**src/hw/rtl/atan2ba_pkg.sv**
```systemverilog
// ----------------------------------------------------------------------------
// atan2ba_pkg
// Shared constants, types and the arctangent table for the binary-angle
// atan2 pipeline.
// ----------------------------------------------------------------------------
package atan2ba_pkg;

    // Default geometry
    localparam int COORD_BITS_DEF = 16;
    localparam int ANGLE_BITS_DEF = 16;

    // CORDIC chain
    localparam int CORDIC_STEPS = 30;
    localparam int PRE_SHIFT    = 30;

    // Fold register, cell chain, unfold register
    localparam int LATENCY = CORDIC_STEPS + 2;

    // Turn fractions in 2^-32 turn
    localparam logic [31:0] TURN_QUARTER = 32'h4000_0000;
    localparam logic [31:0] TURN_HALF    = 32'h8000_0000;

    // Per-item control that travels with the data down the chain
    typedef struct packed {
        logic valid;
        logic swap;        // |vert| > |horiz|, octant angle mirrored
        logic h_neg;
        logic v_neg;
        logic zero_small;  // smaller magnitude is zero, octant angle is 0
    } stage_ctl_t;

    // atan(2^-idx) in 2^-32 turn
    function automatic logic [31:0] atan_tab(input int unsigned idx);
        logic [31:0] val;
        case (idx)
            0:       val = 32'h2000_0000;
            1:       val = 32'h12E4_051E;
            2:       val = 32'h09FB_385B;
            3:       val = 32'h0511_11D4;
            4:       val = 32'h028B_0D43;
            5:       val = 32'h0145_D7E1;
            6:       val = 32'h00A2_F61E;
            7:       val = 32'h0051_7C55;
            8:       val = 32'h0028_BE53;
            9:       val = 32'h0014_5F2F;
            10:      val = 32'h000A_2F98;
            11:      val = 32'h0005_17CC;
            12:      val = 32'h0002_8BE6;
            13:      val = 32'h0001_45F3;
            14:      val = 32'h0000_A2FA;
            15:      val = 32'h0000_517D;
            16:      val = 32'h0000_28BE;
            17:      val = 32'h0000_145F;
            18:      val = 32'h0000_0A30;
            19:      val = 32'h0000_0518;
            20:      val = 32'h0000_028C;
            21:      val = 32'h0000_0146;
            22:      val = 32'h0000_00A3;
            23:      val = 32'h0000_0051;
            24:      val = 32'h0000_0029;
            25:      val = 32'h0000_0014;
            26:      val = 32'h0000_000A;
            27:      val = 32'h0000_0005;
            28:      val = 32'h0000_0003;
            29:      val = 32'h0000_0001;
            default: val = 32'h0000_0000;
        endcase
        return val;
    endfunction

endpackage

```
**src/hw/rtl/atan2ba_unfold.sv**
```systemverilog
// ----------------------------------------------------------------------------
// atan2ba_unfold
// Output cell: maps the octant angle back to the full circle, rounds to
// ANGLE_BITS and raises the result strobe.
// ----------------------------------------------------------------------------
module atan2ba_unfold #(
    parameter int ANGLE_BITS = atan2ba_pkg::ANGLE_BITS_DEF
) (
    input  logic                     clk,
    input  logic                     rst_n,
    input  atan2ba_pkg::stage_ctl_t  ctl_in,
    input  logic [31:0]              z_in,
    output logic                     done,
    output logic [ANGLE_BITS-1:0]    angle
);

    // Quadrant codes {h_neg, v_neg}
    localparam logic [1:0] QUAD_I   = 2'b00;
    localparam logic [1:0] QUAD_II  = 2'b10;
    localparam logic [1:0] QUAD_III = 2'b11;
    localparam logic [1:0] QUAD_IV  = 2'b01;

    localparam logic [31:0] ROUND_HALF = 32'(1) << (31 - ANGLE_BITS);

    logic [31:0]            octant, phi, full, rounded;
    logic                   done_reg, done_next;
    logic [ANGLE_BITS-1:0]  angle_reg, angle_next;

    // Unfold and round
    always_comb
    begin
        octant = ctl_in.zero_small ? 32'h0 : z_in;
        phi    = ctl_in.swap ? (atan2ba_pkg::TURN_QUARTER - octant) : octant;
        case ({ctl_in.h_neg, ctl_in.v_neg})
            QUAD_I:   full = phi;
            QUAD_II:  full = atan2ba_pkg::TURN_HALF - phi;
            QUAD_III: full = atan2ba_pkg::TURN_HALF + phi;
            QUAD_IV:  full = 32'h0 - phi;
            default:  full = phi;
        endcase
        rounded    = full + ROUND_HALF;
        angle_next = rounded[31 -: ANGLE_BITS];
        done_next  = ctl_in.valid;
    end

    // Strobe register
    always_ff @(posedge clk or negedge rst_n)
    begin
        if (!rst_n)
        begin
            done_reg <= 1'b0;
        end
        else
        begin
            done_reg <= done_next;
        end
    end

    // Result register
    always_ff @(posedge clk)
    begin
        angle_reg <= angle_next;
    end

    assign done  = done_reg;
    assign angle = angle_reg;

endmodule

```
**config.mk**
```make
export PLATFORM = sky130hd
export DESIGN_NAME = atan2ba_unfold
export DESIGN_NICKNAME = d
export VERILOG_FILES = /design/src/hw/rtl/atan2ba_pkg.sv /design/src/hw/rtl/atan2ba_unfold.sv
export SDC_FILE = /design/constraint.sdc
export NUM_CORES = 1
export LEC_CHECK = 0
export ABC_AREA = 1
export BUFFER_PORTS_ARGS = -buffer_cell sky130_fd_sc_hd__buf_2
export CORE_MARGIN = 2
export CORE_UTILIZATION = 60
export CTS_CLUSTER_DIAMETER = 80
export DETAILED_ROUTE_END_ITERATION = 6
export PLACE_DENSITY = 0.85
export SLEW_MARGIN = 15
export SYNTH_ARGS = -nofsm -noshare
export SYNTH_HDL_FRONTEND = slang
export SYNTH_SLANG_ARGS = --single-unit
```
**constraint.sdc**
```tcl
create_clock -name clk -period 0.8 [get_ports clk]
set_input_delay 0.04 -clock clk [delete_from_list [all_inputs] [get_ports clk]]
set_output_delay 0.04 -clock clk [all_outputs]
set_load 0.1 [all_outputs]
```
==> metrics.cfg, run 1 <==
[yosys]
yosysTopAreaCell=nand2_1
yosysWarningCount=0
synth-xor-area-share_pct=3.398
netlist_area_mm2=0.003351
muxShareOfSynthArea_pct=0
ys_ff_latch=17
synth_top_family_by_area=simple AND/OR/NAND/NOR gates
synth_adder_area_share_pct=1.867
syn-num-nets=675
seq_area_frac_synth_pct=10.31
synth_cell_types=36
synth.avg_cell_area_um2=5.310
synthSimpleGateAreaFrac_pct=65.94
synth_compound_area_share_pct=7.543
synth_top_area_share_pct=28.01
ys_top_cells_by_area=nand2_1, dfxtp_1, nand3_1
netlist_instances=631

[clock_tree]
cts.sinks=17
hold_buffers=2
cts_resized=52
clock_path_buffers=2
root_buffer=clkbuf_8
cts_buffers=3
cts.htree.levels=1
postCtsSetupRepairBufs=13

[die]
start_util_pct=61.61
num_rows=27
die_h_um=78.73
io_pins=56
fp.dieW_um=78.73

[outcome]
tool.error=[ERROR DPL-0033] detailed placement checks failed during check placement.
failed_stage=4_1_cts
status=did not finish

[placement]
io_buffers=55
dpl.hpwl_um=11220
place_congestion=1.002

## cells in the mapped netlist
cell type and instances:
buf_1 3, nor4_2 1, nor2_4 4, o21ai_1 10, buf_4 1, nor2_2 19, xnor2_1 5, buf_8 1
a21oi_1 9, inv_4 1, nor3_1 3, nor3_4 1, nand3_2 7, nand2_1 250, nand4_1 7, nand2_2 33
nand3_1 64, clkinv_1 2, ha_1 5, xor2_1 8, inv_2 13, a22oi_1 1, nand2_4 5, nor2_8 3
buf_6 4, and2_1 1, nor2_1 68, o21ai_0 6, nand3b_1 6, o211ai_1 2, dfxtp_1 16, inv_1 56
a21oi_2 2, dfrtp_1 1, buf_2 3, o21ai_2 10
## logic make-up after synthesis
| family | count (synthesis) |
|---|---|
| adders and majority gates | 5 |
| xor gates and xnor gates | 13 |
| DFF | 17 |
| AOI/OAI and AO/OA | 40 |
| and+or+nand+nor | 472 |
| buffers and inverters | 84 |
## stage by stage
| step | instance area (um^2) | utilization (%) | setup WS [ns] | hold slack [ns] | std cells |
|---|---|---|---|---|---|
| 3_5_place_dp | 5027 | 92.43 | -2.131 | -0.1794 | 877 |
| 3_3_place_gp | 5027 | 92.43 | -1.816 | -0.1857 | 877 |
| 2_1_floorplan | 3521 | - | -1.447 | -0.2556 | 631 |
==> inputs of run 2 (changes only) <==
--- a/config.mk
+++ b/config.mk
@@ -8,10 +8,9 @@
 export ABC_AREA = 1
 export BUFFER_PORTS_ARGS = -buffer_cell sky130_fd_sc_hd__buf_2
 export CORE_MARGIN = 2
-export CORE_UTILIZATION = 60
-export CTS_CLUSTER_DIAMETER = 80
+export CORE_UTILIZATION = 40
 export DETAILED_ROUTE_END_ITERATION = 6
-export PLACE_DENSITY = 0.85
+export PLACE_DENSITY_LB_ADDON = 0.15
 export SLEW_MARGIN = 15
 export SYNTH_ARGS = -nofsm -noshare
 export SYNTH_HDL_FRONTEND = slang
==> run 2 against run 1 <==
Effect of this change:
- the flow now finishes, with violations (negative setup slack)
- synthesized area stayed put
- synthesized cell count stayed put
==> metrics.cfg, run 2 <==
[final_layout]
area_growth_pct=75.43
postLayoutCoreUtil_pct=71.90
layout_commonest_cell=nand2_1
final_cell_mix=nand2_1, buf_4, nand2_2, inv_1, nor2_1
final_cells=947
diodes=0
nets=887
largest_reg_flops=16
layout-drive-gt1-share_pct=52.61
final_cell_area_mm2=0.005878

[power_and_ir_drop]
netSwitchingFraction_pct=49.60
leakage_nw=3.259
irDropWorstVdd_mv=0.5916
cellPowerDensity_mw_per_mm2=1123
switching_power_mw=3.274
p_clk_share_pct=9.8
p_int_mw=3.327
combPwrFrac_pct=73.4
power_frac_seq_pct=16.8

[timing]
finalSetupViolations=31
max_freq_ghz=0.4059
layout_setup_ws_ns=-1.663
max-slew-margin-rel_pct=76.23
period_share_pct=307.9
final_max_slew_viol_count=0
setup_tns_ns=-24.40
worstMarginPinSlew_ns=0.3528
timing.final.crit_period_ns=2.463
rsz0062_at_grt=yes
hold_violations=0

[routing]
routed_via_density=5.015
wl_per_cell_um=13.10
drt_wl_total_um=12410
ant_nets=0
dr.pass1.iters=5
vias=4749
drt-initial-drc-count=224
drc=0

[yosys]
synth_edf_count=0  ; unchanged
synth_top_area_share_pct=28.01  ; unchanged
synth-xor-area-share_pct=3.398  ; unchanged
seq_area_frac_synth_pct=10.31  ; unchanged
synth_adder_area_share_pct=1.867  ; unchanged
synth_top_family_by_area=simple AND/OR/NAND/NOR gates
netlist_area_mm2=0.003351  ; unchanged
syn-num-nets=675  ; unchanged
synthFlopType=dfxtp_1
synthArstFlopShare_pct=5.882  ; unchanged
synth.avg_cell_area_um2=5.310  ; unchanged
synth_compound_area_share_pct=7.543  ; unchanged
ys_ff_latch=17  ; unchanged
yosysTopAreaCell=nand2_1
synth.most_common_cell=nand2_1
synth_common_cells=nand2_1, nor2_1, nand3_1
yosysWarningCount=0  ; unchanged
synth_cell_types=36  ; unchanged
synthSimpleGateAreaFrac_pct=65.94  ; unchanged
ys_top_cells_by_area=nand2_1, dfxtp_1, nand3_1
muxShareOfSynthArea_pct=0  ; unchanged
netlist_instances=631  ; unchanged

[placement]
io_buffers=55  ; unchanged
post-place-ws_ns=-1.971  ; +0.1601 ns
placed_area_mm2=0.005219  ; +3.8%
dp_cells=925  ; +5.5%
dpl.hpwl_um=9553  ; -15%
place_congestion=1.004  ; +0.20%

[clock_tree]
root_buffer=clkbuf_8
path_clk_slew_ns=0.07
cts_buffers=3  ; unchanged
cts.sinks=17  ; unchanged
cts_tree=done
clock_path_buffers=2  ; unchanged
cts.htree.levels=1  ; unchanged

[run]
max-cap-violations=0

[global_route]
grt_max_degree=20
grt_antenna_before_repair=0
grt_usage_pct=25.41
grt_pass1_wl_um=18710
grt_overflow=0
grt_pass1_vias=4185

[setup_path]
cp_max_fo=5
worstPathRequired_ns=0.98
cp-start-kind=input port
critPathCaptureType=flop
critPathKind=in -> reg
cp.arrival_ns=2.65

[die]
fp.dieW_um=95.53  ; +21%
start_util_pct=40.99  ; -21 points
num_rows=33  ; +22%
die_area_mm2=0.009125
core_area_mm2=0.008175
die_h_um=95.53  ; +21%
io_pins=56  ; unchanged

[hold_path]
hold_path.class=in -> async

[outcome]
status=finished, violations left
violations=negative setup slack

==> run 2: cell counts after synthesis <==
No cell type changed its count.
==> run 2: logic make-up (layout without fill, tap and decap cells) <==
kind of cell	count (synthesis)	after routing
AOI/OAI and AO/OA	40	40
xor gates and xnor gates	13	13
adders and majority gates	5	5
buffers and inverters	84	295
DFF	17	17
and+or+nand+nor	472	472
==> run 2: final cells by class <==
cell class                 instances  area, um^2
fill                             704        2297
clock inverter                     1       5.005
tap                              105       131.4
timing repair inverter             2       17.52
sequential                        17       366.6
clock buffer                       3       41.29
timing repair buffer             217        1842
inverter                          72       291.5
multi-input combinational        530        3183
==> run 2: stage by stage <==
stage	total power, mW	hold slack [ns]
after detailed placement	5.449	-0.1830
final	6.601	0.08235
after floorplan	3.610	-0.2556
after global routing	6.969	0.1010
after CTS	6.278	0.08512
after global placement	5.393	-0.1856
==> run 2: path summary, 6_finish.rpt <==
kind / cells after the start / slack (ns) / startpoint / end
min in group clk: 2 / 0.43 / ctl_in[4] / done$_DFF_PN0_
worst max-delay path: 23 / -1.66 / ctl_in[0] / angle[9]$_DFF_P_
worst min-delay path: 2 / 0.08 / rst_n / done$_DFF_PN0_
max in group asynchronous: 2 / 0.62 / rst_n / done$_DFF_PN0_
==> run 2: timing repair <==
item / in CTS / in global routing
pin swaps: 45 / 60
setup endpoints to repair: 31 / 33
gates resized for setup: 52 / 75
hold endpoints to repair: 2 / 0
hold buffers: 2 / 0
gates cloned: 2 / 0
buffers inserted: 6 / 10
==> run 2: metal layers <==
layer  vias to the layer above  global-route usage (%)  part of all wire, %
met3                        26                   1.818                  4.4
met1                      2167                   32.89                   45
li1                       2408                       -                    -
met5                         -                       0                    0
met2                       148                   45.16                   49
met4                         0                   6.905                  2.2
==> run 2: critical path: stages <==
cell     delay (ns)
buf_12         0.13
inv_16         0.05
nand2_8        0.06
ha_4           0.18
nand2_2        0.08
nor2_4         0.14
nand3_4        0.12
nand2_2        0.10
nand2_1        0.07
nand2_1        0.08
nand3_2        0.10
nor2_4         0.16
nand2_4        0.09
o21ai_2        0.14
a22oi_2        0.09
inv_2          0.08
ha_4           0.15
nand2_4        0.05
nor2_4         0.14
nand2_4        0.09
nor3_4         0.23
buf_4          0.14
xor2_1         0.13
==> run 2: power by group through the flow <==
stage          Sequential [mW]  Clock (mW)  Combinational, mW
2_1_floorplan             2.00           0               1.61
3_3_place_gp              1.12           0               4.27
3_5_place_dp              1.13           0               4.32
4_1_cts                   1.11       0.645               4.52
5_1_grt                   1.12       0.683               5.17
6_report                  1.11       0.648               4.84
Power figures use the tool's default switching activity.
