<file path="src/hw/rtl/atan2ba_pkg.sv">
// ----------------------------------------------------------------------------
// atan2ba_pkg
// Shared constants, types and the arctangent table for the binary-angle
// atan2 pipeline.
// ----------------------------------------------------------------------------
package atan2ba_pkg;

    // Default geometry
    localparam int COORD_BITS_DEF = 16;
    localparam int ANGLE_BITS_DEF = 16;

    // CORDIC chain
    localparam int CORDIC_STEPS = 30;
    localparam int PRE_SHIFT    = 30;

    // Fold register, cell chain, unfold register
    localparam int LATENCY = CORDIC_STEPS + 2;

    // Turn fractions in 2^-32 turn
    localparam logic [31:0] TURN_QUARTER = 32'h4000_0000;
    localparam logic [31:0] TURN_HALF    = 32'h8000_0000;

    // Per-item control that travels with the data down the chain
    typedef struct packed {
        logic valid;
        logic swap;        // |vert| > |horiz|, octant angle mirrored
        logic h_neg;
        logic v_neg;
        logic zero_small;  // smaller magnitude is zero, octant angle is 0
    } stage_ctl_t;

    // atan(2^-idx) in 2^-32 turn
    function automatic logic [31:0] atan_tab(input int unsigned idx);
        logic [31:0] val;
        case (idx)
            0:       val = 32'h2000_0000;
            1:       val = 32'h12E4_051E;
            2:       val = 32'h09FB_385B;
            3:       val = 32'h0511_11D4;
            4:       val = 32'h028B_0D43;
            5:       val = 32'h0145_D7E1;
            6:       val = 32'h00A2_F61E;
            7:       val = 32'h0051_7C55;
            8:       val = 32'h0028_BE53;
            9:       val = 32'h0014_5F2F;
            10:      val = 32'h000A_2F98;
            11:      val = 32'h0005_17CC;
            12:      val = 32'h0002_8BE6;
            13:      val = 32'h0001_45F3;
            14:      val = 32'h0000_A2FA;
            15:      val = 32'h0000_517D;
            16:      val = 32'h0000_28BE;
            17:      val = 32'h0000_145F;
            18:      val = 32'h0000_0A30;
            19:      val = 32'h0000_0518;
            20:      val = 32'h0000_028C;
            21:      val = 32'h0000_0146;
            22:      val = 32'h0000_00A3;
            23:      val = 32'h0000_0051;
            24:      val = 32'h0000_0029;
            25:      val = 32'h0000_0014;
            26:      val = 32'h0000_000A;
            27:      val = 32'h0000_0005;
            28:      val = 32'h0000_0003;
            29:      val = 32'h0000_0001;
            default: val = 32'h0000_0000;
        endcase
        return val;
    endfunction

endpackage

</file>
<file path="src/hw/rtl/atan2ba_cell.sv">
// ----------------------------------------------------------------------------
// atan2ba_cell
// One CORDIC vectoring step: rotate toward the x axis by atan(2^-STEP) and
// accumulate the rotation angle.
// ----------------------------------------------------------------------------
module atan2ba_cell #(
    parameter int STEP = 0,
    parameter int XW   = atan2ba_pkg::COORD_BITS_DEF + atan2ba_pkg::PRE_SHIFT + 2
) (
    input  logic                     clk,
    input  logic                     rst_n,
    input  atan2ba_pkg::stage_ctl_t  ctl_in,
    input  logic signed [XW-1:0]     x_in,
    input  logic signed [XW-1:0]     y_in,
    input  logic [31:0]              z_in,
    output atan2ba_pkg::stage_ctl_t  ctl_out,
    output logic signed [XW-1:0]     x_out,
    output logic signed [XW-1:0]     y_out,
    output logic [31:0]              z_out
);

    localparam logic [31:0] STEP_ANGLE = atan2ba_pkg::atan_tab(STEP);

    logic signed [XW-1:0]     dx, dy;
    logic signed [XW-1:0]     x_reg, x_next, y_reg, y_next;
    logic [31:0]              z_reg, z_next;
    atan2ba_pkg::stage_ctl_t  ctl_reg;

    // Rotation direction follows the sign of y; both updates use old x, y
    always_comb
    begin
        dx = y_in >>> STEP;
        dy = x_in >>> STEP;
        if (!y_in[XW-1])
        begin
            x_next = x_in + dx;
            y_next = y_in - dy;
            z_next = z_in + STEP_ANGLE;
        end
        else
        begin
            x_next = x_in - dx;
            y_next = y_in + dy;
            z_next = z_in - STEP_ANGLE;
        end
    end

    // Control register
    always_ff @(posedge clk or negedge rst_n)
    begin
        if (!rst_n)
        begin
            ctl_reg <= '0;
        end
        else
        begin
            ctl_reg <= ctl_in;
        end
    end

    // Payload register
    always_ff @(posedge clk)
    begin
        x_reg <= x_next;
        y_reg <= y_next;
        z_reg <= z_next;
    end

    assign ctl_out = ctl_reg;
    assign x_out   = x_reg;
    assign y_out   = y_reg;
    assign z_out   = z_reg;

endmodule

</file>
<file path="config.mk">
export PLATFORM = sky130hd
export DESIGN_NAME = atan2ba_cell
export DESIGN_NICKNAME = d
export VERILOG_FILES = /design/src/hw/rtl/atan2ba_pkg.sv /design/src/hw/rtl/atan2ba_cell.sv
export SDC_FILE = /design/constraint.sdc
export NUM_CORES = 1
export LEC_CHECK = 0
export BUFFER_PORTS_ARGS = -buffer_cell sky130_fd_sc_hd__buf_4
export CAP_MARGIN = 0
export CELL_PAD_IN_SITES_DETAIL_PLACEMENT = 1
export CELL_PAD_IN_SITES_GLOBAL_PLACEMENT = 2
export CORE_MARGIN = 2
export CORE_UTILIZATION = 30
export CTS_CLUSTER_SIZE = 16
export DETAILED_ROUTE_END_ITERATION = 6
export GPL_TIMING_DRIVEN = 0
export PLACE_DENSITY_LB_ADDON = 0.1
export SLEW_MARGIN = 20
export SYNTH_ARGS = -nofsm -noshare
export SYNTH_HDL_FRONTEND = slang
export SYNTH_SLANG_ARGS = --single-unit
</file>
<file path="constraint.sdc">
create_clock -name clk -period 0.8 [get_ports clk]
set_input_delay 0.16 -clock clk [delete_from_list [all_inputs] [get_ports clk]]
set_output_delay 0.16 -clock clk [all_outputs]
set_load 0.005 [all_outputs]
</file>
==> results by group, run 1 <==
Outcome
  • Status: finished, violations left
  • Failing checks: negative setup slack

Power
  • Cell-internal power: 20.0 mW
  • Switch share: 0.391
  • Seq pwr share: 0.262
  • LEAKAGE: 8.55 nW
  • P_sw: 12.9 mW
  • Power Density: 1640 nW/um2
  • Gate power share: 0.502
  • Clock power frac: 0.236
  • Peak supply drop: 1.44 mV

GRT
  • First-pass GRT wire length: 86.1 mm
  • Largest net degree at the start of global routing: 17
  • Vias in the first global route: 14200
  • Initial antenna violation count: 0
  • GRT overflow: 0
  • Total GRT Usage: 0.287

Clock network
  • Register clock-pin slew on the reported worst setup and hold paths: 0.07 ns
  • Clock sinks: 132
  • H-tree depth: 4
  • Max Root-Sink Buffers: 2
  • CTS tree: yes
  • Root buf cell: clkbuf_16
  • CTS buffer count: 17

Timing
  • Post-layout min period: 2.59 ns
  • Slew HR: 0.191
  • Worst slew pin tran: 1.21 ns
  • # setup viols final: 228
  • Final hold violations: 0
  • Final Cycle Share: 3.23
  • Slew Viols, Final: 0
  • Fmax: 387 MHz
  • Setup repair after global routing missed its margin: true
  • Final worst setup slack: -1.79 ns

Yosys
  • Top cells by area, synth: dfxtp_1 22%, ha_1 15%, a21oi_1 8.2%
  • EDFF count, synth: 0
  • Top FF cell, synth: dfxtp_1
  • Avg Synthesized Cell Area: 7.55 um2
  • Mapped Cells: 1526
  • Top cell type's share of synthesized area: 0.221
  • Synthesis Warnings: 0
  • Leading area contributor after synthesis: dfxtp_1
  • Register area share after synthesis: 0.232
  • Mapped Nets: 1806
  • Unique cell type count in the Yosys netlist: 78
  • Synth async-reset ratio: 0.0379
  • Register bit total from synthesis: 132
  • Netlist Area Pre-Place: 11500 um2

Layout
  • Antenna Cells: 0
  • Fin area: 20000 um2
  • Synth-to-layout area growth: 74.0%
  • Final core occ: 0.531
  • Layout cells sized above 1: 0.484
  • Nets: 2266

Placed design
  • Final GP Congestion: 0.935
  • DP Area: 15000 um2
  • Buffers on Ports: 266
  • Pre-CTS setup slack: -3.03 ns
  • Post-DP HPWL: 43.7 mm

Route
  • Drc violations: 0
  • Total Routed Length: 60.3 mm
  • Initial DRT Pass Iterations: 5
  • Initial drt markers: 819
  • Vias: 13600
  • Post-DR vias/cell: 5.42
  • WL/cell: 24.0 um
  • Post-route ant nets: 0

Die
  • Core Region: 37800 um2
  • Die Wd: 200 um
  • # IOs: 268
  • DIE AREA: 40000 um2
  • Rows: 71
  • Die Y: 200 um
  • Initial Util: 0.305

Worst setup path
  • Worst Setup End Kind: register
  • Crit Path Max Fanout: 3
  • Critical path class: input port to register
  • CP Data Required Time: 1.18 ns
  • Worst Path Arrival: 2.96 ns
  • Startpoint class of the critical path: input port

Flow run
  • Max-cap violations: 0

Hold path
  • Hold WC Path Type: input port to async pin
==> critical path: stages <==
cell      delay [ns]
buf_12          0.12
ha_4            0.16
fa_2            0.36
nor2b_4         0.14
o211ai_1        0.17
buf_4           0.17
buf_6           0.10
nand2_4         0.06
a31oi_4         0.24
o311ai_4        0.15
a31oi_4         0.32
a21oi_4         0.12
a211o_1         0.32
a21oi_2         0.20
xor2_1          0.16
==> final cells by class <==
class / instances / area (um2)
fillers: 4318 / 17700
inverters: 154 / 716
plain buffers: 61 / 473
flip-flops and latches: 132 / 2790
clock buffers: 17 / 425
clock inverters: 15 / 136
multi-input cells: 1172 / 10600
repair buffers: 448 / 4270
well taps: 511 / 639
==> cells in the mapped netlist, drive strengths merged, types with 20 or more instances <==
cell type  instances
nand3             23
ha               141
xnor2             85
dfxtp            127
o21bai            31
o21ai            114
inv              154
nor3              38
buf               30
nor2             137
a21oi            190
a211oi            20
nand4             23
nand2             91
a21o              42
clkbuf            38
==> worst max path at each step <==
stage / endpoint / startpoint / depth (start not counted)
after floorplan: y_out[39] / y_in[33] / 8
after global placement: y_out[40] / x_in[13] / 13
after detailed placement: x_out[40] / x_in[13] / 13
after CTS: x_out[38] / x_in[0] / 14
after global routing: y_out[40] / x_in[37] / 12
final: y_out[46] / x_in[0] / 15
==> cell usage in the layout, fill, tap and decap left out, types with 25 or more instances in the layout <==
master	count
buf_6	161
nand2_1	75
a21o_1	41
ha_1	109
inv_1	128
dfxtp_2	95
dlygate4sd3_1	39
o21ai_1	25
o21ai_0	53
a21oi_1	123
a21oi_2	48
o21bai_1	26
nor2_1	97
buf_4	237
dfxtp_1	32
xnor2_1	61
==> state kept, by name, indices dropped and copies added, names as in the netlist <==
name,flops
y_out,47
ctl_out,5
z_out,32
x_out,48
==> power groups by stage <==
stage	combinational, mW	sequential, mW	clock [mW]
6_report	16.5	8.62	7.76
5_1_grt	17.4	8.73	8.28
2_1_floorplan	6.24	8.50	0
4_1_cts	14.5	8.26	7.93
3_3_place_gp	11.8	8.33	0
3_5_place_dp	11.8	8.37	0
==> routing by layer <==
metal  global-route usage  routed length, um  share of wire
met5                    0                  0              0
met1                0.352              25000           0.41
met3               0.0388               2550          0.042
met2                0.517              31100           0.52
met4               0.0922               1680          0.028
==> cells by family after synthesis <==
group           synth area share
compound gates             0.289
xor+xnor                  0.0707
fa+ha+maj                  0.160
buf+inv                   0.0749
flops                      0.232
mux                       0.0166
simple gates               0.157
==> per-stage QoR <==
stage | hold WS [ns] | cells | TNS (ns) | total power [mW]
4_1_cts | 0.00705 | 2463 | -150.43 | 30.7
2_1_floorplan | -0.136 | 1526 | -112.87 | 14.7
5_1_grt | 0.0400 | 2510 | -166.22 | 34.4
3_5_place_dp | -0.0355 | 2303 | -189.53 | 20.2
3_3_place_gp | -0.0397 | 2303 | -189.29 | 20.1
6_report | 0.0514 | 2510 | -157.72 | 32.9
==> timing repair <==
item | CTS | global route
hold buffers | 38 | 1
hold endpoints to repair | 43 | 1
pin swaps | 164 | 121
gates resized for setup | 384 | 381
setup buffers | 99 | 57
setup endpoints to repair | 229 | 229
Note: power is estimated with default switching activity, not from simulation.
==> run 2, diff against run 1 <==
--- a/config.mk
+++ b/config.mk
@@ -10,7 +10,7 @@
 export CELL_PAD_IN_SITES_DETAIL_PLACEMENT = 1
 export CELL_PAD_IN_SITES_GLOBAL_PLACEMENT = 2
 export CORE_MARGIN = 2
-export CORE_UTILIZATION = 30
+export CORE_UTILIZATION = 31
 export CTS_CLUSTER_SIZE = 16
 export DETAILED_ROUTE_END_ITERATION = 6
 export GPL_TIMING_DRIVEN = 0
==> run 2 against run 1 <==
Compared with the run above:
- the run still ends with negative setup slack left
- critical path depth fell by 1
- flip-flop and latch count is the same
- first-iteration DRC count rose by 18%
- sequential share of layout area about the same
- final area fell by 0.56%
- hold slack got worse by 0.034 ns
- critical endpoint unchanged
==> results by group, run 2 (synthesized netlist as in run 1, its figures left out) <==
Outcome
  • Status: finished, violations left
  • Failing checks: negative setup slack

Power
  • Power Density: 1670 nW/um2
  • Power Total: 33.4 mW
  • Peak supply drop: 1.59 mV
  • LEAKAGE: 8.52 nW

Timing
  • Fmax: 382 MHz
  • Final hold violations: 0
  • Slew HR: 0.285
  • Post-layout min period: 2.62 ns
  • # setup viols final: 227
  • Final Cycle Share: 3.27
  • Setup repair after global routing missed its margin: true
  • Slew Viols, Final: 0
  • Worst slew pin tran: 1.07 ns
  • Final worst setup slack: -1.82 ns

GRT
  • Vias in the first global route: 14100
  • Total GRT Usage: 0.291
  • First-pass GRT wire length: 85.3 mm
  • Largest net degree at the start of global routing: 17
  • Initial antenna violation count: 0
  • GRT overflow: 0

Placed design
  • Post-DP HPWL: 43.2 mm
  • DP Area: 15000 um2
  • Final GP Congestion: 0.927
  • Buffers on Ports: 266
  • Pre-CTS setup slack: -2.94 ns

Clock network
  • Register clock-pin slew on the reported worst setup and hold paths: 0.06 ns
  • CTS tree: yes
  • Max Root-Sink Buffers: 2
  • Clock sinks: 132
  • H-tree depth: 4
  • Root buf cell: clkbuf_16
  • CTS buffer count: 17

Route
  • Post-route ant nets: 0
  • Post-DR vias/cell: 5.53
  • Drc violations: 0
  • Top sig layer: met4
  • Initial DRT Pass Iterations: 5
  • Met3 routed WL: 2.87 mm
  • Vias: 13600
  • M1 WL: 24.9 mm
  • Initial drt markers: 963
  • WL/cell: 24.3 um
  • Total Routed Length: 59.8 mm
  • Met2 Wirelength: 30.1 mm

Layout
  • Synth-to-layout area growth: 73.1%
  • Layout cells sized above 1: 0.485
  • Fin area: 19900 um2
  • Antenna Cells: 0
  • Nets: 2260
  • Largest register FFs: 48
  • Most frequent cells in the layout: 240 x buf_4, 156 x buf_6, 129 x a21oi_1
  • Commonest non-fill, non-tap cell in the layout: buf_4

Die
  • Core Region: 36600 um2
  • Die Wd: 197 um
  • Rows: 70
  • Die Y: 197 um
  • # IOs: 268
  • Initial Util: 0.315
  • DIE AREA: 38700 um2

Worst setup path
  • Worst Path Arrival: 3.00 ns
  • CP Data Required Time: 1.19 ns
  • Startpoint class of the critical path: input port
  • Crit Path Max Fanout: 3
  • Critical path class: input port to register
  • Worst Setup End Kind: register

Hold path
  • Hold WC Path Type: input port to register

Flow run
  • Max-cap violations: 0
[run 2: changes by cell type in the layout (fill, tap and decap cells not counted), moves of 5 or more]
| cell | before | now |
|---|---|---|
| a21oi_1 | 123 | 129 |
| buf_6 | 161 | 156 |
| nor2_4 | 24 | 15 |
| nor2_1 | 97 | 104 |
| o21ai_2 | 20 | 31 |
| dfxtp_2 | 95 | 90 |
| dfxtp_1 | 32 | 37 |
| a21oi_4 | 19 | 24 |
| a21oi_2 | 48 | 37 |
| o21ai_1 | 25 | 17 |
[run 2: report_power, final]
part | internal (mW) | switching (mW)
logic | 7.80 | 8.63
clock network | 4.77 | 3.58
registers | 8.05 | 0.539
total | 20.6 | 12.7
[run 2: through the flow]
stage               setup TNS (ns)  instances  utilization  hold WS (ns)
global route               -166.01       2461        0.545        0.0205
detailed placement         -187.67       2260        0.409       -0.0349
CTS                        -151.15       2415        0.500        0.0121
global placement           -187.49       2260        0.409       -0.0393
finish                     -159.37       2461        0.545        0.0172
floorplan                  -112.87       1526            -        -0.136
[run 2: final timing paths]
check,endpoint,from,depth (start not counted)
setup / recovery,y_out[46],x_in[0],14
hold / removal,z_out[31],z_in[31],3
max in group asynchronous,ctl_out[0],rst_n,2
min in group asynchronous,ctl_out[1],rst_n,2
[run 2: worst max-delay path: stages]
cell	delay [ns]
buf_12	0.12
ha_4	0.16
fa_2	0.37
nor2b_4	0.15
o211ai_1	0.17
buf_4	0.18
nand2_4	0.07
a31oi_4	0.25
o311ai_4	0.16
a31oi_4	0.35
a21oi_4	0.13
a211o_1	0.36
a21oi_2	0.19
xor2_1	0.16
[run 2: area by class of cell]
cell class	count	area [um2]
plain buffers	62	503
clock buffers	18	439
clock inverters	14	166
fillers	4117	16700
inverters	154	724
multi-input cells	1172	10600
flip-flops and latches	132	2780
well taps	468	586
repair buffers	441	4160
[run 2: what timing repair did]
| item | 4_1_cts | 5_1_grt |
|---|---|---|
| pin swaps | 167 | 162 |
| buffers inserted | 92 | 68 |
| endpoints found under the hold margin | 43 | 0 |
| gates resized for setup | 371 | 387 |
| hold buffers | 38 | 0 |
| endpoints found under the setup margin | 229 | 228 |
[run 2: metal layers]
metal	up-vias	global-route usage
met5	-	0
met3	108	0.0414
met2	491	0.514
li1	6263	-
met4	0	0.106
met1	6743	0.359
