$ cat config.mk
export PLATFORM = sky130hd
export DESIGN_NAME = atan2ba_fold
export DESIGN_NICKNAME = d
export VERILOG_FILES = /design/src/hw/rtl/atan2ba_pkg.sv /design/src/hw/rtl/atan2ba_fold.sv
export SDC_FILE = /design/constraint.sdc
export NUM_CORES = 1
export LEC_CHECK = 0
export BUFFER_PORTS_ARGS = -buffer_cell sky130_fd_sc_hd__buf_2
export CORE_UTILIZATION = 25
export CTS_CLUSTER_SIZE = 16
export DETAILED_ROUTE_END_ITERATION = 10
export RECOVER_POWER = 100
export REMOVE_ABC_BUFFERS = 1
export SLEW_MARGIN = 20
export SYNTH_ARGS = -nofsm -noshare
export SYNTH_HDL_FRONTEND = slang
export SYNTH_SLANG_ARGS = --single-unit
$ cat constraint.sdc
create_clock -name clk -period 0.93 [get_ports clk]
set_clock_uncertainty 0.2 [all_clocks]
set_input_delay 0.0465 -clock clk [delete_from_list [all_inputs] [get_ports clk]]
set_output_delay 0.0465 -clock clk [all_outputs]
set_load 0.02 [all_outputs]
$ cat src/hw/rtl/atan2ba_pkg.sv
// ----------------------------------------------------------------------------
// atan2ba_pkg
// Shared constants, types and the arctangent table for the binary-angle
// atan2 pipeline.
// ----------------------------------------------------------------------------
package atan2ba_pkg;

    // Default geometry
    localparam int COORD_BITS_DEF = 16;
    localparam int ANGLE_BITS_DEF = 16;

    // CORDIC chain
    localparam int CORDIC_STEPS = 30;
    localparam int PRE_SHIFT    = 30;

    // Fold register, cell chain, unfold register
    localparam int LATENCY = CORDIC_STEPS + 2;

    // Turn fractions in 2^-32 turn
    localparam logic [31:0] TURN_QUARTER = 32'h4000_0000;
    localparam logic [31:0] TURN_HALF    = 32'h8000_0000;

    // Per-item control that travels with the data down the chain
    typedef struct packed {
        logic valid;
        logic swap;        // |vert| > |horiz|, octant angle mirrored
        logic h_neg;
        logic v_neg;
        logic zero_small;  // smaller magnitude is zero, octant angle is 0
    } stage_ctl_t;

    // atan(2^-idx) in 2^-32 turn
    function automatic logic [31:0] atan_tab(input int unsigned idx);
        logic [31:0] val;
        case (idx)
            0:       val = 32'h2000_0000;
            1:       val = 32'h12E4_051E;
            2:       val = 32'h09FB_385B;
            3:       val = 32'h0511_11D4;
            4:       val = 32'h028B_0D43;
            5:       val = 32'h0145_D7E1;
            6:       val = 32'h00A2_F61E;
            7:       val = 32'h0051_7C55;
            8:       val = 32'h0028_BE53;
            9:       val = 32'h0014_5F2F;
            10:      val = 32'h000A_2F98;
            11:      val = 32'h0005_17CC;
            12:      val = 32'h0002_8BE6;
            13:      val = 32'h0001_45F3;
            14:      val = 32'h0000_A2FA;
            15:      val = 32'h0000_517D;
            16:      val = 32'h0000_28BE;
            17:      val = 32'h0000_145F;
            18:      val = 32'h0000_0A30;
            19:      val = 32'h0000_0518;
            20:      val = 32'h0000_028C;
            21:      val = 32'h0000_0146;
            22:      val = 32'h0000_00A3;
            23:      val = 32'h0000_0051;
            24:      val = 32'h0000_0029;
            25:      val = 32'h0000_0014;
            26:      val = 32'h0000_000A;
            27:      val = 32'h0000_0005;
            28:      val = 32'h0000_0003;
            29:      val = 32'h0000_0001;
            default: val = 32'h0000_0000;
        endcase
        return val;
    endfunction

endpackage

$ cat src/hw/rtl/atan2ba_fold.sv
// ----------------------------------------------------------------------------
// atan2ba_fold
// Input cell: takes magnitudes, folds the vector into the first octant and
// loads the first CORDIC cell.
// ----------------------------------------------------------------------------
module atan2ba_fold #(
    parameter int COORD_BITS = atan2ba_pkg::COORD_BITS_DEF,
    parameter int XW         = COORD_BITS + atan2ba_pkg::PRE_SHIFT + 2
) (
    input  logic                          clk,
    input  logic                          rst_n,
    input  logic                          load,
    input  logic [COORD_BITS-1:0]         horiz_coord,
    input  logic [COORD_BITS-1:0]         vert_coord,
    output atan2ba_pkg::stage_ctl_t       ctl_out,
    output logic signed [XW-1:0]          x_out,
    output logic signed [XW-1:0]          y_out,
    output logic [31:0]                   z_out
);

    logic                     h_neg, v_neg, swap;
    logic [COORD_BITS-1:0]    mag_h, mag_v, big, small_mag;

    atan2ba_pkg::stage_ctl_t  ctl_reg, ctl_next;
    logic signed [XW-1:0]     x_reg, x_next, y_reg, y_next;

    // Magnitudes; the most negative code maps to 2^(COORD_BITS-1) unsigned
    always_comb
    begin
        h_neg     = horiz_coord[COORD_BITS-1];
        v_neg     = vert_coord[COORD_BITS-1];
        mag_h     = h_neg ? (~horiz_coord + 1'b1) : horiz_coord;
        mag_v     = v_neg ? (~vert_coord + 1'b1) : vert_coord;
        swap      = (mag_v > mag_h);
        big       = swap ? mag_v : mag_h;
        small_mag = swap ? mag_h : mag_v;
    end

    // Next cell contents
    always_comb
    begin
        ctl_next.valid      = load;
        ctl_next.swap       = swap;
        ctl_next.h_neg      = h_neg;
        ctl_next.v_neg      = v_neg;
        ctl_next.zero_small = (small_mag == '0);
        x_next = {2'b00, big, {atan2ba_pkg::PRE_SHIFT{1'b0}}};
        y_next = {2'b00, small_mag, {atan2ba_pkg::PRE_SHIFT{1'b0}}};
    end

    // Control register
    always_ff @(posedge clk or negedge rst_n)
    begin
        if (!rst_n)
        begin
            ctl_reg <= '0;
        end
        else
        begin
            ctl_reg <= ctl_next;
        end
    end

    // Payload register
    always_ff @(posedge clk)
    begin
        x_reg <= x_next;
        y_reg <= y_next;
    end

    assign ctl_out = ctl_reg;
    assign x_out   = x_reg;
    assign y_out   = y_reg;
    assign z_out   = '0;

endmodule

==> results of run 1 <==
-- layout by cell type, fill, tap and decap left out, drive strengths merged, types with 9 or more instances in the layout --
cell    netlist  final
a21oi         9      9
buf         102    166
clkbuf        7      9
conb          1     96
dfxtp        32     32
ha           18     18
inv          23     23
mux2i        32     32
xnor2         9      9
xor2         15     15
-- worst max-delay path, stage by stage --
cell and delay, ns:
sky130_fd_sc_hd__buf_6 0.09, sky130_fd_sc_hd__or4_4 0.59, sky130_fd_sc_hd__buf_6 0.15, sky130_fd_sc_hd__o41ai_4 0.37, sky130_fd_sc_hd__xor2_2 0.20, sky130_fd_sc_hd__inv_2 0.06
sky130_fd_sc_hd__ha_4 0.28, sky130_fd_sc_hd__nand4_1 0.15, sky130_fd_sc_hd__nor2_2 0.17, sky130_fd_sc_hd__o31ai_1 0.09, sky130_fd_sc_hd__a22o_2 0.28, sky130_fd_sc_hd__buf_12 0.14
sky130_fd_sc_hd__mux2_4 0.30
-- final cells by class --
cell class,instances,area (µm²),share of cell area
Timing Repair Buffer,172,1510,0.316
Tap cell,172,215,0.0450
Inverter,23,91.3,0.0191
Sequential cell,37,806,0.169
Clock buffer,5,125,0.0262
Multi-Input combinational cell,277,2020,0.422
Clock inverter,3,17.5,0.00366
-- cell families after synthesis --
logic type,Yosys count
mux,33
buf+inv,132
flops,37
other cells,1
simple gates,61
xor+xnor,24
fa+ha+maj,18
compound gates,45
-- flip-flops by register name (all words and copies together) (netlist names) --
| name | cells |
|---|---|
| x_out | 16 |
| ctl_out | 5 |
| y_out | 16 |
-- power groups by stage --
stage               Combinational [mW]  Clock [mW]  Sequential [mW]
finish                            3.78        1.62             2.15
global route                      4.04        1.72             2.18
CTS                               3.66        1.66             2.15
detailed placement                2.90           0             2.05
global placement                  2.84           0             2.06
floorplan                         1.32           0             2.46
-- per-layer routing --
metal	global-route usage	wire length [µm]	vias to the layer above
li1	-	-	1359
met1	0.154	3680	1262
met2	0.231	4300	132
met3	0.0293	638	16
met4	0.0547	204	0
met5	0	0	-
-- through the flow --
step | hold WS [ns] | setup slack [ns]
final | -0.0442 | -2.03
after global routing | -0.0110 | -2.13
after CTS | -0.125 | -1.94
after detailed placement | -0.337 | -2.38
after global placement | -0.340 | -2.30
after floorplan | -0.449 | -3.10
-- repair_timing --
action / 4_1_cts / 5_1_grt
endpoints found under the hold margin: 9 / 8
pin swaps: 15 / 9
gates cloned: 1 / 1
setup endpoints to repair: 71 / 71
setup buffers: 15 / 1
gates resized for setup: 134 / 8
-- path summary, 6_finish.rpt --
kind	slack [ns]	endpoint	cells after the start
setup / recovery	-2.03	ctl_out[0]	13
hold / removal	-0.04	ctl_out[1]	2
max in group asynchronous	0.37	ctl_out[3]	2
min in group clk	-0.04	y_out[30]	4
==> Implementation_results.wiki, run 1 <==
{| class="wikitable"
! Metric !! Value
|-
| Final setup margin || -2.03 ns
|-
| Number of antenna violations at the first check in global routing || 0
|-
| Proportion of total power due to net switching || 0.358
|-
| Crit path launch type || input pin
|-
| Number of inserted diodes || 0
|-
| Full die area || 13400 µm²
|-
| Boundary pin count || approximately 170
|-
| Finished layout cell area || 4780 µm²
|-
| Run status || finished with violations
|-
| Flip-flop and latch count after synthesis || 37
|-
| Most used standard cells in the synthesized netlist || 96 x sky130_fd_sc_hd__buf_4, 32 x sky130_fd_sc_hd__dfxtp_1, 32 x sky130_fd_sc_hd__mux2i_1
|-
| Antenna Violating Nets Remaining || 0
|-
| Post-Place Cell Area || 3990 µm²
|-
| Final Hold Violating Endpoints || 8
|-
| Yosys warnings || 0
|-
| Wire length of the first global-routing pass || ~14000 µm
|-
| Setup repair after global routing missed its margin || yes
|-
| Average footprint of a synthesized cell || 9.19 µm²
|-
| Synthesized area || between 3000 and 4000 µm²
|-
| Htree depth || 2
|-
| Critical path origin || vert_coord[7]
|-
| Synth top area cells || sky130_fd_sc_hd__buf_4 22%, sky130_fd_sc_hd__dfxtp_1 20%, sky130_fd_sc_hd__mux2i_1 9.9%
|-
| Switching power total || roughly 2.7 mW
|-
| Placement Rows || just over 40
|-
| TritonCTS Buffers || 5
|-
| IO buf count || between 70 and 80
|-
| Initial Utilization || 0.256
|-
| Die width || between 100 and 150 µm
|-
| Mapped Cells || between 300 and 400
|-
| Number of cells after detailed placement || approximately 660
|-
| Sum Neg Setup Slack || -69.00 ns
|-
| Core Region || 12600 µm²
|-
| Clock tree from TritonCTS || done
|-
| Combinational family with the most area after synthesis || buffers and inverters
|-
| Tmin final || ~3.0 ns
|-
| Fraction of synthesized area in multiplexers || 0.103
|-
| Maximum root-to-sink buffer count || 2
|-
| Post-synth top area share || 0.223
|-
| Max-cap violation count || 0
|-
| Complex-gate fraction of the synthesized area || 0.123
|-
| Portion of total power attributed to the clock network || 0.214
|-
| Fillcell total || about 1300
|-
| Pwr per Cell Area || 1580 nW/µm²
|-
| Endpoint type of the worst setup path || register
|-
| Critical Path Fanout Max || 7
|-
| Library cell used as clock root buffer || sky130_fd_sc_hd__clkbuf_16
|-
| Vias in the first global route || ~2800
|-
| XOR/XNOR Fraction of Synth Area || 0.0675
|-
| Average vias per placed instance || roughly 4.0
|-
| Largest vdd supply drop || ~0.65 mV
|-
| Hold WS || -0.0442 ns
|-
| Layout area overhead || 48.1%
|-
| Avg WL per Cell || around 13 µm
|-
| Adder-cell area share of the yosys netlist || 0.0698
|-
| Number of enable-type register cells in the synthesized netlist || 0
|-
| Total number of nets in the final design || 569
|-
| Number of design rule violations left after detail routing || 0
|-
| CTS Hold Buffers Added || 2
|-
| Simple-gate portion of the synthesized area || 0.126
|-
| Part of the total power dissipated in combinational logic || 0.501
|-
| Cell type with the largest total area after synthesis || sky130_fd_sc_hd__buf_4
|-
| Total number of vias || approximately 2800
|-
| Total Power || roughly 7.5 mW
|-
| Kind of critical path || input pin to register
|-
| Leakage power of the design || 2.43 nW
|-
| Prevailing post-synth register cell || sky130_fd_sc_hd__dfxtp_1
|-
| Number of endpoints failing setup at the final stage || 71
|-
| Share of flip-flops with an asynchronous set or reset after synthesis || 0.135
|-
| Number of unique standard cell types used by synthesis || between 50 and 60
|-
| Wirelength, routed || approximately 8800 µm
|-
| Share of layout cells above drive strength 1 || 0.456
|-
| Total routing usage reported by global routing || 0.131
|-
| Top achievable clock speed || roughly 340 MHz
|-
| Vertical extent of the die || 116 µm
|-
| Type of the most critical hold path || input pin to asynchronous set/reset pin
|-
| Initial drt markers || 75
|-
| Data required time of the worst path || ~0.89 ns
|-
| Data arrival time of the critical path || roughly 2.9 ns
|-
| Final non-filler cell total || between 600 and 700
|-
| Final weighted congestion in routability-driven placement || a little over 0.8
|-
| Final Cycle Share || 3.18
|-
| Number of detailed-routing iterations run before antenna repair || 4
|-
| Residual overflow from global routing || 0
|-
| Most common cell in the netlist || sky130_fd_sc_hd__buf_4
|-
| Violated checks || hold timing, setup timing
|-
| Finished Core Util || 0.379
|-
| Clk pin slew, worst setup/hold paths || around 0.050 ns
|-
| Total clock sinks || 37
|-
| HPWL Detailed || 7090 µm
|-
| Cell-internal power || between 4 and 5 mW
|-
| Largest net degree at the start of global routing || 17
|-
| Sequential element share of the synthesized area || 0.237
|-
| Max-slew violation total from the final report || 0
|-
| Sequential Power Share || 0.285
|}
Power figures use the tool's default switching activity.
==> run 2: changes to the inputs <==
Settings changed: PLACE_DENSITY_LB_ADDON set to 0.1.
Clock period 0.93 ns to 2.55 ns, I/O delays scaled along.
==> Implementation_results.wiki, run 2 (synthesis results as in run 1) <==
{| class="wikitable"
! Metric !! Value
|-
| Pwr per Cell Area || roughly 560 nW/µm²
|-
| Most frequent standard cell in the layout excluding fill and tap cells || sky130_fd_sc_hd__buf_4
|-
| Critical path origin || vert_coord[5]
|-
| Htree depth || 2
|-
| Number of endpoints failing setup at the final stage || 34
|-
| Max-slew violation total from the final report || 0
|-
| Finished layout cell area || 4620 µm²
|-
| Endpoint type of the worst setup path || register
|-
| Kind of critical path || input pin to register
|-
| Hold Startpoint || vert_coord[0]
|-
| HPWL Detailed || approximately 7000 µm
|-
| Initial drt markers || between 80 and 90
|-
| Number of antenna violations at the first check in global routing || 0
|-
| Hold WS || between 0.04 and 0.05 ns
|-
| Final Hold Violating Endpoints || 0
|-
| Average vias per placed instance || between 3 and 4
|-
| Final setup margin || -0.462 ns
|-
| Vias in the first global route || 2656
|-
| IO buf count || 71
|-
| Placement Setup Slack || -0.910 ns
|-
| Total number of nets in the final design || ~580
|-
| Number of detailed-routing iterations run before antenna repair || 4
|-
| Core Region || roughly 13000 µm²
|-
| Avg WL per Cell || roughly 13 µm
|-
| Total number of vias || 2785
|-
| Layout area overhead || 43.3%
|-
| Number of design rule violations left after detail routing || 0
|-
| Wire length of the first global-routing pass || around 13000 µm
|-
| Setup repair after global routing missed its margin || yes
|-
| Critical Path Fanout Max || 7
|-
| Data arrival time of the critical path || 2.98 ns
|-
| Post-Place Cell Area || about 4000 µm²
|-
| Boundary pin count || between 150 and 200
|-
| Die width || between 100 and 150 µm
|-
| Max-slew headroom || 0.391
|-
| Type of the most critical hold path || input pin to register
|-
| Initial Utilization || 0.256
|-
| Max-cap violation count || 0
|-
| Highest-delay cell along the critical path || sky130_fd_sc_hd__or4_4
|-
| Buf/Inv on CP || 5
|-
| Leakage power of the design || about 2.3 nW
|-
| Crit path launch type || input pin
|-
| Gate family responsible for the most delay along the worst path || simple AND/OR/NAND/NOR gates
|-
| Final non-filler cell total || 699
|-
| Library cell used as clock root buffer || sky130_fd_sc_hd__clkbuf_16
|-
| Number of inserted diodes || 0
|-
| Placement Rows || 41
|-
| Full die area || around 13000 µm²
|-
| Violated checks || setup timing
|-
| Clock tree from TritonCTS || done
|-
| Top library cells by usage in the layout, fill and taps aside || 97 x sky130_fd_sc_hd__buf_4, 96 x sky130_fd_sc_hd__conb_1, 41 x sky130_fd_sc_hd__clkbuf_1
|-
| Residual overflow from global routing || 0
|-
| TritonCTS Buffers || 5
|-
| Total routing usage reported by global routing || 0.134
|-
| Top achievable clock speed || about 330 MHz
|-
| Cell repeated most along the worst path || sky130_fd_sc_hd__buf_6
|-
| Largest net degree at the start of global routing || 16
|-
| Data required time of the worst path || around 2.5 ns
|-
| Total clock sinks || 37
|-
| Number of cells after detailed placement || roughly 670
|-
| Crit-path max cell delay || 0.62 ns
|-
| Share of layout cells above drive strength 1 || 0.351
|-
| Wirelength, routed || roughly 9000 µm
|-
| Slew @ Worst Pin || approximately 0.91 ns
|-
| Vertical extent of the die || roughly 120 µm
|-
| Maximum root-to-sink buffer count || 2
|-
| Antenna Violating Nets Remaining || 0
|-
| Clk pin slew, worst setup/hold paths || 0.06 ns
|-
| Final Cycle Share || 1.18
|-
| Fillcell total || between 1000 and 1500
|-
| Largest vdd supply drop || 0.281 mV
|-
| Tmin final || approximately 3.0 ns
|-
| CP Cell Sequence || buf_6 -> or4_4 -> buf_6 -> o41ai_4 -> xor2_2 -> inv_2 -> ha_4 -> nand4_1 -> nor2_2 -> o31ai_1 -> a22o_4 -> buf_6 -> buf_16 -> mux2i_1
|-
| Run status || finished with violations
|-
| Total Power || approximately 2.6 mW
|-
| Final weighted congestion in routability-driven placement || ~0.79
|}
==> run 2: changes by cell type in the layout (fill, tap and decap cells not counted), moves of 11 or more <==
cell | before | now
sky130_fd_sc_hd__buf_6 | 46 | 8
sky130_fd_sc_hd__clkbuf_1 | 2 | 41
sky130_fd_sc_hd__dfxtp_2 | 32 | 0
sky130_fd_sc_hd__buf_4 | 86 | 97
sky130_fd_sc_hd__dfxtp_1 | 0 | 32
==> run 2: final timing paths <==
kind / endpoint / cells past startpoint / slack (ns)
setup / recovery: y_out[41] / 14 / -0.46
hold / removal: x_out[30] / 4 / 0.04
max in group asynchronous: ctl_out[4] / 2 / 1.82
min in group asynchronous: ctl_out[1] / 2 / 0.07
==> run 2: cell type report <==
cell class | instances | area [µm²] | area share
Inverter | 23 | 93.8 | 0.0203
Clock buffer | 6 | 129 | 0.0279
Multi-Input combinational cell | 277 | 2130 | 0.461
Clock inverter | 2 | 10.0 | 0.00217
Sequential cell | 37 | 766 | 0.166
Tap cell | 172 | 215 | 0.0465
Timing Repair Buffer | 182 | 1280 | 0.277
==> run 2: per-layer routing <==
layer	GRT usage	vias to the layer above	share of wire
met5	0	-	0
met4	0.0325	0	0.0060
met3	0.0220	4	0.060
met2	0.246	118	0.49
met1	0.162	1279	0.44
li1	-	1384	-
==> run 2: power breakdown <==
part           switching, mW  leakage [nW]  internal [mW]
sequential            0.0323         0.330          0.700
clock                  0.242        0.0706          0.359
combinational          0.714          1.90          0.533
==> run 2: metrics by stage <==
stage / utilization / setup TNS, ns
after floorplan: - / -46.12
after global placement: 0.320 / -27.57
after detailed placement: 0.320 / -28.23
after CTS: 0.362 / -14.19
after global routing: 0.366 / -18.60
final: 0.366 / -14.11
==> run 2: timing repair <==
item,CTS,global route
setup endpoints to repair,34,34
pin swaps,11,11
cloned,3,0
hold buffers,3,0
resized for setup,28,20
buffers inserted,18,3
endpoints found under the hold margin,7,0
==> run 3: changes to the inputs <==
Settings changed: CORE_MARGIN set to 5.
==> Implementation_results.wiki, run 3 (synthesis results as in run 1) <==
{| class="wikitable"
! Metric !! Value
|-
| Wire length of the first global-routing pass || about 14000 µm
|-
| Crit-path max cell delay || 0.49 ns
|-
| Switching power total || approximately 990 µW
|-
| Maximum root-to-sink buffer count || 2
|-
| Max-cap violation count || 0
|-
| Share of layout cells above drive strength 1 || 0.318
|-
| Initial drt markers || slightly below 70
|-
| Placement Rows || 41
|-
| Number of detailed-routing iterations run before antenna repair || 4
|-
| TritonCTS Buffers || 5
|-
| Number of antenna violations at the first check in global routing || 0
|-
| Data arrival time of the critical path || ~2.9 ns
|-
| Full die area || about 15000 µm²
|-
| Slew @ Worst Pin || roughly 0.73 ns
|-
| Total routing usage reported by global routing || 0.118
|-
| Hold WS || approximately 0.032 ns
|-
| Type of the most critical hold path || input pin to register
|-
| Average vias per placed instance || slightly below 4
|-
| Max-slew violation total from the final report || 0
|-
| Max-slew headroom || 0.510
|-
| Largest vdd supply drop || between 0.2 and 0.3 mV
|-
| Cell-internal power || between 1.5 and 2 mW
|-
| Setup repair after global routing missed its margin || yes
|-
| Largest net degree at the start of global routing || 15
|-
| Critical path origin || vert_coord[1]
|-
| Htree depth || 2
|-
| Kind of critical path || input pin to register
|-
| Post-Place Cell Area || between 4000 and 5000 µm²
|-
| Avg WL per Cell || between 10 and 15 µm
|-
| Boundary pin count || around 170
|-
| Final non-filler cell total || ~700
|-
| Crit path launch type || input pin
|-
| Proportion of total power due to net switching || 0.361
|-
| Part of the total power dissipated in combinational logic || 0.433
|-
| Critical Path End || y_out[38]
|-
| Finished Core Util || 0.358
|-
| Top achievable clock speed || 337 MHz
|-
| Final weighted congestion in routability-driven placement || 0.769
|-
| Violated checks || setup timing
|-
| Final setup margin || -0.413 ns
|-
| Endpoint type of the worst setup path || register
|-
| Final Cycle Share || 1.16
|-
| CP Cell Sequence || buf_8 -> inv_6 -> ha_4 -> or4b_4 -> buf_6 -> o41ai_4 -> xor2_1 -> inv_1 -> ha_1 -> nand4_1 -> nor2_2 -> o31ai_2 -> a22o_4 -> buf_12 -> clkbuf_16 -> mux2i_1
|-
| Total clock sinks || 37
|-
| Final Hold Violating Endpoints || 0
|-
| Data required time of the worst path || approximately 2.5 ns
|-
| Initial Utilization || 0.256
|-
| Tmin final || slightly below 3 ns
|-
| Number of design rule violations left after detail routing || 0
|-
| Cell depth of the worst min-delay path || 4
|-
| Core Region || roughly 13000 µm²
|-
| Library cell used as clock root buffer || sky130_fd_sc_hd__clkbuf_16
|-
| Number of cells after detailed placement || around 660
|-
| Sequential Power Share || 0.267
|-
| IO buf count || between 70 and 80
|-
| Highest-delay cell along the critical path || sky130_fd_sc_hd__or4b_4
|-
| Vertical extent of the die || between 100 and 150 µm
|-
| Run status || finished with violations
|-
| Wirelength, routed || a little over 9000 µm
|-
| Vias in the first global route || between 2000 and 3000
|-
| Critical Path Fanout Max || 5
|-
| Total number of vias || between 2000 and 3000
|-
| Most frequent standard cell in the layout excluding fill and tap cells || sky130_fd_sc_hd__conb_1
|-
| Top library cells by usage in the layout, fill and taps aside || 96 x sky130_fd_sc_hd__conb_1, 82 x sky130_fd_sc_hd__buf_4, 40 x sky130_fd_sc_hd__clkbuf_1
|-
| Number of endpoints failing setup at the final stage || 34
|-
| Antenna Violating Nets Remaining || 0
|-
| Finished layout cell area || between 4000 and 5000 µm²
|-
| Number of inserted diodes || 0
|-
| Leakage power of the design || between 2 and 2.5 nW
|-
| Layout area overhead || 40.1%
|-
| Residual overflow from global routing || 0
|-
| Total Power || around 2.7 mW
|-
| Die width || 124 µm
|-
| Total number of nets in the final design || approximately 570
|-
| Clk pin slew, worst setup/hold paths || ~0.06 ns
|-
| Portion of total power attributed to the clock network || 0.300
|-
| Clock tree from TritonCTS || done
|-
| Pwr per Cell Area || slightly above 600 nW/µm²
|-
| HPWL Detailed || about 7500 µm
|}
==> run 3: changes by cell type in the layout (fill, tap and decap cells not counted), sizes merged <==
| cell | before | now |
|---|---|---|
| bufinv | 0 | 2 |
| dlygate4sd3 | 3 | 5 |
| buf | 139 | 122 |
| inv | 23 | 22 |
==> run 3: worst min path at each step <==
stage,from,end,slack [ns]
5_1_grt,vert_coord[0],x_out[30],0.05
6_report,vert_coord[0],x_out[30],0.03
3_3_place_gp,rst_n,ctl_out[1],-0.23
3_5_place_dp,rst_n,ctl_out[1],-0.23
4_1_cts,vert_coord[0],x_out[30],0.03
2_1_floorplan,rst_n,ctl_out[0],-0.37
==> run 3: power groups by stage <==
stage                     clock network [mW]  logic (mW)  registers (mW)
after floorplan                            0       0.483           0.896
after global placement                     0        1.06           0.747
after detailed placement                   0        1.06           0.741
after CTS                              0.844        1.20           0.732
after global routing                   0.863        1.29           0.746
final                                  0.822        1.19           0.732
==> run 3: area by class of cell <==
type,instances,area (µm²)
Clock buffer,5,125
Tap cell,172,215
Clock inverter,3,65.1
Inverter,23,98.8
Multi-Input combinational cell,277,2050
Timing Repair Buffer,168,1200
Fill cell,1343,8100
Sequential cell,37,766
==> run 3: worst max-delay path: cells and delay by family <==
kind | cells | cell delay [ns]
muxes | 1 | 0.11
adders and majority gates | 2 | 0.40
buffers and inverters | 6 | 0.68
xor gates and xnor gates | 1 | 0.24
and+or+nand+nor | 3 | 0.78
AOI/OAI and AO/OA | 3 | 0.58
==> run 3: routing by layer <==
layer | global-route usage | part of all wire
met5 | 0 | 0
met4 | 0.0270 | 0.0069
met1 | 0.151 | 0.44
met3 | 0.0232 | 0.068
met2 | 0.206 | 0.49
==> run 3: through the flow <==
stage | setup TNS, ns | setup slack (ns)
after floorplan | -46.12 | -1.56
after global placement | -26.63 | -0.866
after detailed placement | -27.38 | -0.860
after CTS | -11.72 | -0.417
after global routing | -15.80 | -0.542
final | -11.13 | -0.413
==> run 3: repair_timing <==
item                                    4_1_cts  5_1_grt
setup buffers                                 7        1
resized for setup                            30        5
hold buffers                                  5        0
cloned                                        2        1
endpoints found under the hold margin         7        0
endpoints found under the setup margin       34       34
pin swaps                                     9        2
